File: src/rtl/hsoc_pkg.sv
// Shared types and constants for the heap sort block with operation counts.
// No dependencies; every other rtl file refers to this package by scoped names.
`default_nettype none

package hsoc_pkg;

    localparam int MAX_ELEMENTS_DEF = 64;
    localparam int VALUE_W          = 32;
    localparam int COUNT_W          = 16;
    localparam int SWAP_COPIES      = 3;
    localparam int COPY_STEP        = SWAP_COPIES + 1;

    typedef struct packed {
        logic signed [VALUE_W-1:0] value;
        logic                      last;
    } hsoc_in_t;

    typedef struct packed {
        logic signed [VALUE_W-1:0] sorted_value;
        logic                      last_out;
        logic [COUNT_W-1:0]        compare_total;
        logic [COUNT_W-1:0]        copy_total;
    } hsoc_out_t;

    // counter control from the sequencer
    typedef struct packed {
        logic       clear;
        logic [1:0] cmp_add;
        logic       copy_add;
    } hsoc_cnt_ctl_t;

    typedef enum logic [3:0] {
        ST_IDLE,
        ST_BLD_RD,
        ST_BLD_WAIT,
        ST_SFT_L,
        ST_SFT_R,
        ST_SFT_CMP,
        ST_SFT_END,
        ST_EXT_RD0,
        ST_EXT_RDJ,
        ST_EXT_WR,
        ST_EMIT
    } hsoc_state_t;

endpackage

`default_nettype wire

File: src/rtl/heap_sort_with_op_counts_top.sv
// Top level of the heap sort block: store, sequencer, counters, result register.
// Depends on hsoc_pkg, hsoc_store, hsoc_counts and hsoc_seq.
//
//   channel   ports                 handshake
//   request   start, busy, item     taken at a clock edge with start high and busy low
//   result    strobe, result        valid for the one cycle that strobe is high
//
// Loading takes one cycle per request; after the request flagged last the block is busy.
// Sort: each build node is fetched and sifted down; each extract moves the root to the heap end
// and sifts the last value from the root. A sift ends at a leaf or after a final compare.
// Emit takes one cycle per result; each result goes via the store read data and result registers.
// The receiver cannot stall results. Reset clears the control state; the store needs no clearing.
`default_nettype none

module heap_sort_with_op_counts_top #(
    parameter int MAX_ELEMENTS = hsoc_pkg::MAX_ELEMENTS_DEF
) (
    input  wire logic                clk,
    input  wire logic                rst_n,
    input  wire logic                start,
    output logic                     busy,
    input  wire hsoc_pkg::hsoc_in_t  item,
    output logic                     strobe,
    output hsoc_pkg::hsoc_out_t      result
);

    localparam int AW = (MAX_ELEMENTS > 1) ? $clog2(MAX_ELEMENTS) : 1;

    logic                                 we, re;
    logic [AW-1:0]                        waddr, raddr;
    logic signed [hsoc_pkg::VALUE_W-1:0]  wdata, rdata;
    hsoc_pkg::hsoc_cnt_ctl_t              cnt_ctl;
    logic [hsoc_pkg::COUNT_W-1:0]         compare_total, copy_total;
    logic                                 emit_valid, emit_last;

    hsoc_pkg::hsoc_out_t                  result_reg, result_next;
    logic                                 strobe_reg;

    hsoc_store #(
        .DEPTH (MAX_ELEMENTS),
        .AW    (AW)
    ) u_store (
        .clk   (clk),
        .we    (we),
        .waddr (waddr),
        .wdata (wdata),
        .re    (re),
        .raddr (raddr),
        .rdata (rdata)
    );

    hsoc_seq #(
        .MAX_ELEMENTS (MAX_ELEMENTS),
        .AW           (AW)
    ) u_seq (
        .clk        (clk),
        .rst_n      (rst_n),
        .start      (start),
        .item       (item),
        .busy       (busy),
        .we         (we),
        .waddr      (waddr),
        .wdata      (wdata),
        .re         (re),
        .raddr      (raddr),
        .rdata      (rdata),
        .cnt_ctl    (cnt_ctl),
        .emit_valid (emit_valid),
        .emit_last  (emit_last)
    );

    hsoc_counts u_counts (
        .clk           (clk),
        .rst_n         (rst_n),
        .ctl           (cnt_ctl),
        .compare_total (compare_total),
        .copy_total    (copy_total)
    );

    always_comb
    begin
        result_next = result_reg;
        if (emit_valid)
        begin
            result_next.sorted_value  = rdata;
            result_next.last_out      = emit_last;
            result_next.compare_total = compare_total;
            result_next.copy_total    = copy_total;
        end
    end

    always_ff @(posedge clk or negedge rst_n)
    begin
        if (!rst_n)
        begin
            strobe_reg <= 1'b0;
        end
        else
        begin
            strobe_reg <= emit_valid;
        end
    end

    always_ff @(posedge clk)
    begin
        result_reg <= result_next;
    end

    assign strobe = strobe_reg;
    assign result = result_reg;

endmodule

`default_nettype wire

File: src/rtl/hsoc_store.sv
// Element store: single write port, single read port, registered read data.
// Depends on hsoc_pkg for the element width.
`default_nettype none

module hsoc_store #(
    parameter int DEPTH = hsoc_pkg::MAX_ELEMENTS_DEF,
    parameter int AW    = (DEPTH > 1) ? $clog2(DEPTH) : 1
) (
    input  wire logic                              clk,
    input  wire logic                              we,
    input  wire logic [AW-1:0]                     waddr,
    input  wire logic signed [hsoc_pkg::VALUE_W-1:0] wdata,
    input  wire logic                              re,
    input  wire logic [AW-1:0]                     raddr,
    output logic signed [hsoc_pkg::VALUE_W-1:0]    rdata
);

    logic signed [hsoc_pkg::VALUE_W-1:0] mem [DEPTH];

    always_ff @(posedge clk)
    begin
        if (we)
        begin
            mem[waddr] <= wdata;
        end
    end

    always_ff @(posedge clk)
    begin
        if (re)
        begin
            rdata <= mem[raddr];
        end
    end

endmodule

`default_nettype wire

File: src/rtl/hsoc_counts.sv
// Saturating comparison and copy counters.
// Depends on hsoc_pkg for widths, the copy step and the control struct.
`default_nettype none

module hsoc_counts (
    input  wire logic                          clk,
    input  wire logic                          rst_n,
    input  wire hsoc_pkg::hsoc_cnt_ctl_t       ctl,
    output logic [hsoc_pkg::COUNT_W-1:0]       compare_total,
    output logic [hsoc_pkg::COUNT_W-1:0]       copy_total
);

    localparam int CW = hsoc_pkg::COUNT_W;

    logic [CW-1:0] cmp_reg, cmp_next;
    logic [CW-1:0] cpy_reg, cpy_next;
    logic [CW:0]   cmp_sum, cpy_sum;

    always_comb
    begin
        cmp_sum = {1'b0, cmp_reg} + (CW+1)'(ctl.cmp_add);
        cpy_sum = {1'b0, cpy_reg} + (ctl.copy_add ? (CW+1)'(hsoc_pkg::COPY_STEP) : '0);
        if (ctl.clear)
        begin
            cmp_next = '0;
            cpy_next = '0;
        end
        else
        begin
            cmp_next = cmp_sum[CW] ? '1 : cmp_sum[CW-1:0];
            cpy_next = cpy_sum[CW] ? '1 : cpy_sum[CW-1:0];
        end
    end

    always_ff @(posedge clk or negedge rst_n)
    begin
        if (!rst_n)
        begin
            cmp_reg <= '0;
            cpy_reg <= '0;
        end
        else
        begin
            cmp_reg <= cmp_next;
            cpy_reg <= cpy_next;
        end
    end

    assign compare_total = cmp_reg;
    assign copy_total    = cpy_reg;

endmodule

`default_nettype wire

File: src/rtl/hsoc_seq.sv
// Load, heap build, extract and emit sequencer driving the element store.
// Depends on hsoc_pkg for types, state codes and widths.
`default_nettype none

module hsoc_seq #(
    parameter int MAX_ELEMENTS = hsoc_pkg::MAX_ELEMENTS_DEF,
    parameter int AW           = (MAX_ELEMENTS > 1) ? $clog2(MAX_ELEMENTS) : 1
) (
    input  wire logic                              clk,
    input  wire logic                              rst_n,
    input  wire logic                              start,
    input  wire hsoc_pkg::hsoc_in_t                item,
    output logic                                   busy,
    output logic                                   we,
    output logic [AW-1:0]                          waddr,
    output logic signed [hsoc_pkg::VALUE_W-1:0]    wdata,
    output logic                                   re,
    output logic [AW-1:0]                          raddr,
    input  wire logic signed [hsoc_pkg::VALUE_W-1:0] rdata,
    output hsoc_pkg::hsoc_cnt_ctl_t                cnt_ctl,
    output logic                                   emit_valid,
    output logic                                   emit_last
);

    localparam int CW = $clog2(MAX_ELEMENTS + 1);
    localparam int KW = AW + 2;
    localparam int VW = hsoc_pkg::VALUE_W;

    hsoc_pkg::hsoc_state_t state_reg, state_next;

    logic [CW-1:0]        count_reg, count_next;
    logic [CW-1:0]        n_reg, n_next;
    logic [CW-1:0]        len_reg, len_next;
    logic [AW-1:0]        p_reg, p_next;
    logic [AW-1:0]        node_reg, node_next;
    logic [AW-1:0]        j_reg, j_next;
    logic [AW-1:0]        k_reg, k_next;
    logic                 extract_reg, extract_next;
    logic signed [VW-1:0] v_reg, v_next;
    logic signed [VW-1:0] l_reg, l_next;
    logic signed [VW-1:0] tmp_reg, tmp_next;
    logic                 emit_valid_reg, emit_valid_next;
    logic                 emit_last_reg, emit_last_next;

    logic [KW-1:0]        lc, rc, len_k;
    logic                 has_l, has_r, big_l, big_r;
    logic signed [VW-1:0] top_val;
    logic                 room;
    logic [CW-1:0]        n_load, n_half;

    always_comb
    begin
        lc      = {1'b0, p_reg, 1'b1};
        rc      = KW'({p_reg, 1'b0}) + KW'(2);
        len_k   = KW'(len_reg);
        has_l   = lc < len_k;
        has_r   = rc < len_k;
        big_l   = l_reg > v_reg;
        top_val = big_l ? l_reg : v_reg;
        big_r   = has_r && (rdata > top_val);
        room    = count_reg < CW'(MAX_ELEMENTS);
        n_load  = count_reg + CW'(room);
        n_half  = n_load >> 1;
    end

    always_comb
    begin
        state_next      = state_reg;
        count_next      = count_reg;
        n_next          = n_reg;
        len_next        = len_reg;
        p_next          = p_reg;
        node_next       = node_reg;
        j_next          = j_reg;
        k_next          = k_reg;
        extract_next    = extract_reg;
        v_next          = v_reg;
        l_next          = l_reg;
        tmp_next        = tmp_reg;
        emit_valid_next = 1'b0;
        emit_last_next  = 1'b0;
        we              = 1'b0;
        waddr           = p_reg;
        wdata           = v_reg;
        re              = 1'b0;
        raddr           = p_reg;
        cnt_ctl         = '0;
        busy            = state_reg != hsoc_pkg::ST_IDLE;

        unique case (state_reg)
            hsoc_pkg::ST_IDLE:
            begin
                if (start)
                begin
                    if (room)
                    begin
                        we    = 1'b1;
                        waddr = count_reg[AW-1:0];
                        wdata = item.value;
                    end
                    count_next = n_load;
                    if (item.last)
                    begin
                        count_next    = '0;
                        n_next        = n_load;
                        cnt_ctl.clear = 1'b1;
                        if (n_half != '0)
                        begin
                            node_next  = AW'(n_half - CW'(1));
                            state_next = hsoc_pkg::ST_BLD_RD;
                        end
                        else
                        begin
                            j_next     = AW'(n_load - CW'(1));
                            state_next = hsoc_pkg::ST_EXT_RD0;
                        end
                    end
                end
            end
            hsoc_pkg::ST_BLD_RD:
            begin
                re           = 1'b1;
                raddr        = node_reg;
                p_next       = node_reg;
                len_next     = n_reg;
                extract_next = 1'b0;
                state_next   = hsoc_pkg::ST_BLD_WAIT;
            end
            hsoc_pkg::ST_BLD_WAIT:
            begin
                v_next     = rdata;
                state_next = hsoc_pkg::ST_SFT_L;
            end
            hsoc_pkg::ST_SFT_L:
            begin
                if (has_l)
                begin
                    re         = 1'b1;
                    raddr      = lc[AW-1:0];
                    state_next = hsoc_pkg::ST_SFT_R;
                end
                else
                begin
                    we         = 1'b1;
                    state_next = hsoc_pkg::ST_SFT_END;
                end
            end
            hsoc_pkg::ST_SFT_R:
            begin
                l_next     = rdata;
                re         = has_r;
                raddr      = rc[AW-1:0];
                state_next = hsoc_pkg::ST_SFT_CMP;
            end
            hsoc_pkg::ST_SFT_CMP:
            begin
                cnt_ctl.cmp_add = has_r ? 2'd2 : 2'd1;
                we              = 1'b1;
                // hole method: the sifted value is written once at its final place
                if (big_r)
                begin
                    wdata            = rdata;
                    p_next           = rc[AW-1:0];
                    cnt_ctl.copy_add = 1'b1;
                    state_next       = hsoc_pkg::ST_SFT_L;
                end
                else if (big_l)
                begin
                    wdata            = l_reg;
                    p_next           = lc[AW-1:0];
                    cnt_ctl.copy_add = 1'b1;
                    state_next       = hsoc_pkg::ST_SFT_L;
                end
                else
                begin
                    state_next = hsoc_pkg::ST_SFT_END;
                end
            end
            hsoc_pkg::ST_SFT_END:
            begin
                if (!extract_reg)
                begin
                    if (node_reg == '0)
                    begin
                        j_next     = AW'(n_reg - CW'(1));
                        state_next = hsoc_pkg::ST_EXT_RD0;
                    end
                    else
                    begin
                        node_next  = node_reg - AW'(1);
                        state_next = hsoc_pkg::ST_BLD_RD;
                    end
                end
                else if (j_reg == '0)
                begin
                    k_next     = '0;
                    state_next = hsoc_pkg::ST_EMIT;
                end
                else
                begin
                    j_next     = j_reg - AW'(1);
                    state_next = hsoc_pkg::ST_EXT_RD0;
                end
            end
            hsoc_pkg::ST_EXT_RD0:
            begin
                re         = 1'b1;
                raddr      = '0;
                state_next = hsoc_pkg::ST_EXT_RDJ;
            end
            hsoc_pkg::ST_EXT_RDJ:
            begin
                re         = 1'b1;
                raddr      = j_reg;
                tmp_next   = rdata;
                state_next = hsoc_pkg::ST_EXT_WR;
            end
            hsoc_pkg::ST_EXT_WR:
            begin
                we               = 1'b1;
                waddr            = j_reg;
                wdata            = tmp_reg;
                v_next           = rdata;
                cnt_ctl.copy_add = 1'b1;
                p_next           = '0;
                len_next         = CW'(j_reg);
                extract_next     = 1'b1;
                state_next       = hsoc_pkg::ST_SFT_L;
            end
            hsoc_pkg::ST_EMIT:
            begin
                re              = 1'b1;
                raddr           = k_reg;
                emit_valid_next = 1'b1;
                k_next          = k_reg + AW'(1);
                if (CW'(k_reg) == n_reg - CW'(1))
                begin
                    emit_last_next = 1'b1;
                    state_next     = hsoc_pkg::ST_IDLE;
                end
            end
            default:
            begin
                state_next = hsoc_pkg::ST_IDLE;
            end
        endcase
    end

    always_ff @(posedge clk or negedge rst_n)
    begin
        if (!rst_n)
        begin
            state_reg      <= hsoc_pkg::ST_IDLE;
            count_reg      <= '0;
            emit_valid_reg <= 1'b0;
            emit_last_reg  <= 1'b0;
        end
        else
        begin
            state_reg      <= state_next;
            count_reg      <= count_next;
            emit_valid_reg <= emit_valid_next;
            emit_last_reg  <= emit_last_next;
        end
    end

    always_ff @(posedge clk)
    begin
        n_reg       <= n_next;
        len_reg     <= len_next;
        p_reg       <= p_next;
        node_reg    <= node_next;
        j_reg       <= j_next;
        k_reg       <= k_next;
        extract_reg <= extract_next;
        v_reg       <= v_next;
        l_reg       <= l_next;
        tmp_reg     <= tmp_next;
    end

    assign emit_valid = emit_valid_reg;
    assign emit_last  = emit_last_reg;

endmodule

`default_nettype wire

File: config.mk
export PLATFORM = sky130hd
export DESIGN_NAME = heap_sort_with_op_counts_top
export DESIGN_NICKNAME = d
export VERILOG_FILES = /design/src/rtl/hsoc_pkg.sv /design/src/rtl/heap_sort_with_op_counts_top.sv /design/src/rtl/hsoc_store.sv /design/src/rtl/hsoc_counts.sv /design/src/rtl/hsoc_seq.sv
export SDC_FILE = /design/constraint.sdc
export NUM_CORES = 2
export LEC_CHECK = 0
export BUFFER_PORTS_ARGS = -buffer_cell sky130_fd_sc_hd__buf_2
export CAP_MARGIN = 40
export CELL_PAD_IN_SITES_DETAIL_PLACEMENT = 1
export CELL_PAD_IN_SITES_GLOBAL_PLACEMENT = 1
export CORE_ASPECT_RATIO = 0.6
export CORE_MARGIN = 2
export CORE_UTILIZATION = 40
export DETAILED_ROUTE_END_ITERATION = 6
export MAX_ROUTING_LAYER = met4
export PLACE_DENSITY = 0.66
export SETUP_SLACK_MARGIN = 0.02
export SLEW_MARGIN = 20
export SYNTH_ARGS = -nofsm -noshare
export SYNTH_HDL_FRONTEND = slang
export SYNTH_HIERARCHICAL = 1
export SYNTH_SLANG_ARGS = --single-unit
File: constraint.sdc
create_clock -name clk -period 9 [get_ports clk]
set_input_delay 0.45 -clock clk [delete_from_list [all_inputs] [get_ports clk]]
set_output_delay 0.45 -clock clk [all_outputs]
set_load 0.01 [all_outputs]
After elaboration in Yosys (flattened, before gate mapping)

Memories as Yosys holds them, arrays and structs flattened. A register that Yosys moved wholly into a read port is not among the register bits.
Index checks and enable logic that the tools add are counted.

Output and inout bits: 67
RAM bits: 2048
Bits of input ports: 36
Word-level logic and storage cells: 147
Memories kept: 1
Bits in registers: 246

Memories:

| memory      | words | width | read ports | clocked after Yosys merged registers in | write ports | line             | source |
|---|---|---|---|---|---|---|---|
| u_store.mem | 64    | 32    | 1          | 1                                       | 1           | hsoc_store.sv:18 | `logic signed [hsoc_pkg::VALUE_W-1:0] mem [DEPTH];` |

$lt $le $gt $ge: 5
Reductions and logical operators: 20
$add $sub $neg: 10
Muxes and demuxes: 67
Eq/ne operators: 23

Operators by type and width:

| kind                  | count |
|---|---|
| $mux W32              | 4 |
| $mux W6               | 18 |
| $pmux W32 S3          | 1 |
| $gt A32 B32 Y1        | 2 |
| $mux W16              | 4 |
| $pmux W6 S2           | 4 |
| $pmux W4 S10          | 1 |
| $pmux W6 S6           | 1 |
| $mux W4               | 6 |
| $sub A6 B1 Y6 const B | 4 |
| $pmux W6 S3           | 1 |
| $add A16 B17 Y17      | 1 |
| $add A16 B2 Y17       | 1 |
| $eq A4 B3 Y1 const B  | 4 |
| $mux W1               | 14 |
| $pmux W7 S2           | 1 |
| $eq A4 B4 Y1 const B  | 3 |
| $logic_not A6 Y1      | 2 |
| $mux W3               | 4 |
| $reduce_and A6 Y1     | 2 |
| $ne A2 B2 Y1 const B  | 5 |
| $reduce_and A3 Y1     | 3 |
| $add A7 B2 Y8 const B | 1 |
| $eq A4 B2 Y1 const B  | 2 |
| 24 further kinds      | 36 |

Depth between registers and ports, before layout

Depth after elaboration: 10
Depth in mapped cells: 29
Depth with buffers taken out: 23

Modules after synthesis

The synthesis kept the hierarchy.

Modules (own cells, without submodules):

| module                       | times used | area an instance (um^2) | cells each | sequential area each (um^2) |
|---|---|---|---|---|
| hsoc_store                   | 1          | 78835.6                 | 3324       | 62459.9 |
| hsoc_seq                     | 1          | 10456.3                 | 1111       | 4379.2 |
| heap_sort_with_op_counts_top | 1          | 1976.9                  | 66         | 1976.9 |
| hsoc_counts                  | 1          | 1644.1                  | 157        | 775.7 |

Worst setup path before layout

Ideal clock, no wire load.

Path type: reg-to-reg
From: register u_seq.v_reg[31]
To: memory u_store/mem[0][10] in the netlist's numbering, data pin
Slack: 1923 ps
Clock period less this slack: 7077 ps
Library setup time: 702 ps
Buffers on the path: 5
Arrival time: 6375 ps
Required time: 8298 ps
Stages on the path, launching flop included: 24
Cells stage by stage: edfxtp_1 -> inv_1 -> ha_1 -> buf_2 -> nand4_2 -> nor3_1 -> a211oi_1 -> and2_1 -> buf_4 -> o21ai_2 -> buf_4 -> buf_4 -> nand4b_1 -> nand3_1 -> ha_1 -> a21o_1 -> a21o_1 -> a211oi_1 -> o311ai_1 -> nand3b_1 -> nand3_1 -> clkbuf_1 -> o31ai_1 -> o21ai_0

Longest elaborated chain between the ends: 6

Ends and longest elaborated chain:

| item                     | line                               | source |
|---|---|---|
| start: declaration       | hsoc_seq.sv:39                     | `logic signed [VW-1:0] v_reg, v_next;` |
| start signal: assignment | hsoc_seq.sv:276                    | `v_reg <= v_next;` |
| $gt A32 B32 Y1           | hsoc_seq.sv:58                     | `big_l = l_reg > v_reg;` |
| $mux W32 (*)             | hsoc_seq.sv:59, hsoc_seq.sv:167    |  |
| $gt A32 B32 Y1           | hsoc_seq.sv:60                     | `big_r = has_r && (rdata > top_val);` |
| $logic_and A1 B1 Y1      | hsoc_seq.sv:60                     |  |
| $mux W32 (*)             | hsoc_seq.sv:160                    | `if (big_r)` |
| $pmux W32 S3 (*)         | hsoc_seq.sv:90                     | `unique case (state_reg)` |
| net wdata (one bit)      | heap_sort_with_op_counts_top.sv:31 | `logic signed [hsoc_pkg::VALUE_W-1:0] wdata, rdata;` |
| end: declaration         | hsoc_store.sv:18                   |  |

The timed path passes the listed nets; every way through them passes the cells marked *.

==> impl_metrics.ini <==
[placed_design]
port_buffers = 102
gp_congestion = 0.883
dp_hpwl_um = 179000

[sta]
rsz0062_at_grt = false
slew_headroom_pct = 29.6
drv_slew = 0
fmax_mhz = 130
fin_setup_tns_ns = 0
tightest_slew_ns = 1.06
fin_crit_sh_pct = 85.6
hold_violations = 0
skew_ns = 0.0350
setup_viol = 0
finalCriticalPeriod_ns = 7.70

[die]
die-width_um = 626
row_count = 136
dieArea_sq_um = 236000
initial_utilization_pct = 40.4
die_y_um = 377
io_pins = 103
core-area_sq_um = 230000

[hold_path]
hp-start = item[29]
hold_class = in2reg

[route]
post-route-drc-count = 0
first_pass_iters = 6
wl_per_cell_um = 34.4
routed-via-count = 50700
drt-initial-drc-count = 7998
avgViaCountPerCell = 6.15
wirelength_um = 283000
ant_nets = 0

[grt]
grt_pass1_wl_um = 399000
antenna_found_initial = 23
grt_usage_pct = 24.6
grt_pass1_vias = 50100
grt_max_degree = 92
grt-ovfl-total = 0

[final_layout]
multi_input_area_sq_um = 22800
ff_latch_area_sq_um = 69600
mostFrequentLayoutCell = edfxtp_1
drive_above_1_share_pct = 25.8
syn2layout_area_growth_pct = 14.4
num-nets-final = 5098
final_cell_mix = 2280 x edfxtp_1, 544 x mux4_2, 210 x clkbuf_16
largest_register_ffs = 2048
final.fill_count = 21200

[setup_path]
crit_path_end_kind = flip-flop
required_ns = 9.76
worstSetupStartpointType = flip-flop
crit_slowest_cell = nand4_1
max_stage_delay_ns = 0.55
cp_common_cell = ha_1
path_max_fanout = 35
critPathTopFamily = simple AND/OR/NAND/NOR gates
r2r_start = u_seq/v_reg[31]$_DFFE_PP_
path_buf_inv = 4
worstSetupPathType = reg2reg
arrival_ns = 8.46
startpoint = u_seq/v_reg[31]$_DFFE_PP_

[synthesis]
synth_area_leaders = edfxtp_1 74%, mux4_2 13%, dfrtp_1 1.2%
ys_seq_elements = 2325
avgSynthCellArea_sq_um = 19.9
syn_nets = 4784
ys.warnings.count = 6
yosysSeqAreaShare_pct = 74.9
ys_types = 74
ys.flop_type = edfxtp_1
synth_top_cell_by_area = edfxtp_1
syn-cell-area_sq_um = 92900
synth_top_area_share_pct = 73.7
synth_cells = 4658
synth_enable_flop_cells = 2280
async_flop_share_pct = 1.94

[outcome]
status = finished clean

[job]
max_cap_violations = 0

[clock_tree]
htreeDepth = 4
cts_buffer_depth = 4
cts_tree = built
path_clk_slew_ns = 0.07
worstSkewPairLatency_ns = 0.87
root_buffer = clkbuf_16
clkSinkCount = 2325
cts_setup_buffers = 0
cts-buffers-inserted = 206
-- final cells by class --
cell class | count | area share [%]
repair buffers | 370 | 3.23
flip-flops and latches | 2325 | 65.5
multi-input cells | 1992 | 21.4
clock buffers | 262 | 5.17
well taps | 3105 | 3.65
clock inverters | 102 | 0.776
diodes | 10 | 0.0235
inverters | 77 | 0.272
-- Yosys cell counts (31+ instances only) --
master	count
a22oi_1	33
nor2_1	178
o21ai_0	80
xnor2_1	34
clkbuf_1	123
o31ai_1	37
buf_2	77
inv_1	77
nand3_1	68
mux4_2	544
edfxtp_1	2280
a31oi_1	38
o22ai_1	118
ha_1	89
buf_4	31
nand2_1	150
nor3_1	42
a21oi_1	137
a222oi_1	32
dfrtp_1	45
mux2i_1	99
-- worst min-delay path, stage by stage --
cell and delay (ns):
buf_2 0.08, a222oi_1 0.11, o21ai_4 0.16
-- metrics by stage --
stage | setup WS (ns) | cell area (sq um) | hold WS [ns] | util [%] | cells
finish | 1.30 | 106000 | 0.0770 | 46.2 | 8243
global route | 0.996 | 106000 | 0.0752 | 46.2 | 8240
CTS | 1.56 | 106000 | 0.0406 | 45.9 | 8197
detailed placement | 1.59 | 99300 | 0.467 | 43.2 | 7831
global placement | 1.75 | 98600 | 0.462 | 42.9 | 7795
floorplan | 1.92 | 92900 | 0.154 | - | 4658
-- worst paths after layout --
check	cells past startpoint	to	slack (ns)
max in group asynchronous	3	u_seq/emit_valid$_DFF_PN0_	8.17
min in group asynchronous	3	u_counts/copy_total[0]$_DFFE_PN0P_	0.25
setup reg to reg	25	u_counts/copy_total[10]$_DFF_PN0_	1.30
hold / removal	3	u_store/mem[22][28]$_DFFE_PP_	0.08
hold reg to reg	0	result[16]$_DFFE_PP_	0.47
setup / recovery	25	u_counts/copy_total[10]$_DFF_PN0_	1.30
-- logic make-up (layout without fill, tap and decap cells) --
logic type	after synthesis	after routing	share of synthesized area, %
AO/OA/AOI/OAI	592	592	4.16
XOR/XNOR	51	51	0.481
adder cells (fa/ha/maj)	90	90	1.22
buffers and inverters	341	811	1.66
flip-flops	2325	2325	74.9
multiplexers	644	644	14.3
other	0	10	0
AND/OR/NAND/NOR	615	615	3.32
-- per-layer routing --
metal	routed length, um	up-vias	track usage, %
met4	3890	0	3.53
met3	39500	291	7.84
met1	127000	27400	38.7
met2	113000	2898	31.3
li1	-	20100	-
met5	0	-	-
-- what timing repair did --
action	CTS	global route
hold endpoints to repair	48	0
gates resized for setup	0	0
hold buffers	2	0
setup endpoints to repair	0	0
Power is left out: the tool's default activity adds up to more than one toggle a clock period on the data nets, which glitch-free logic cannot reach.
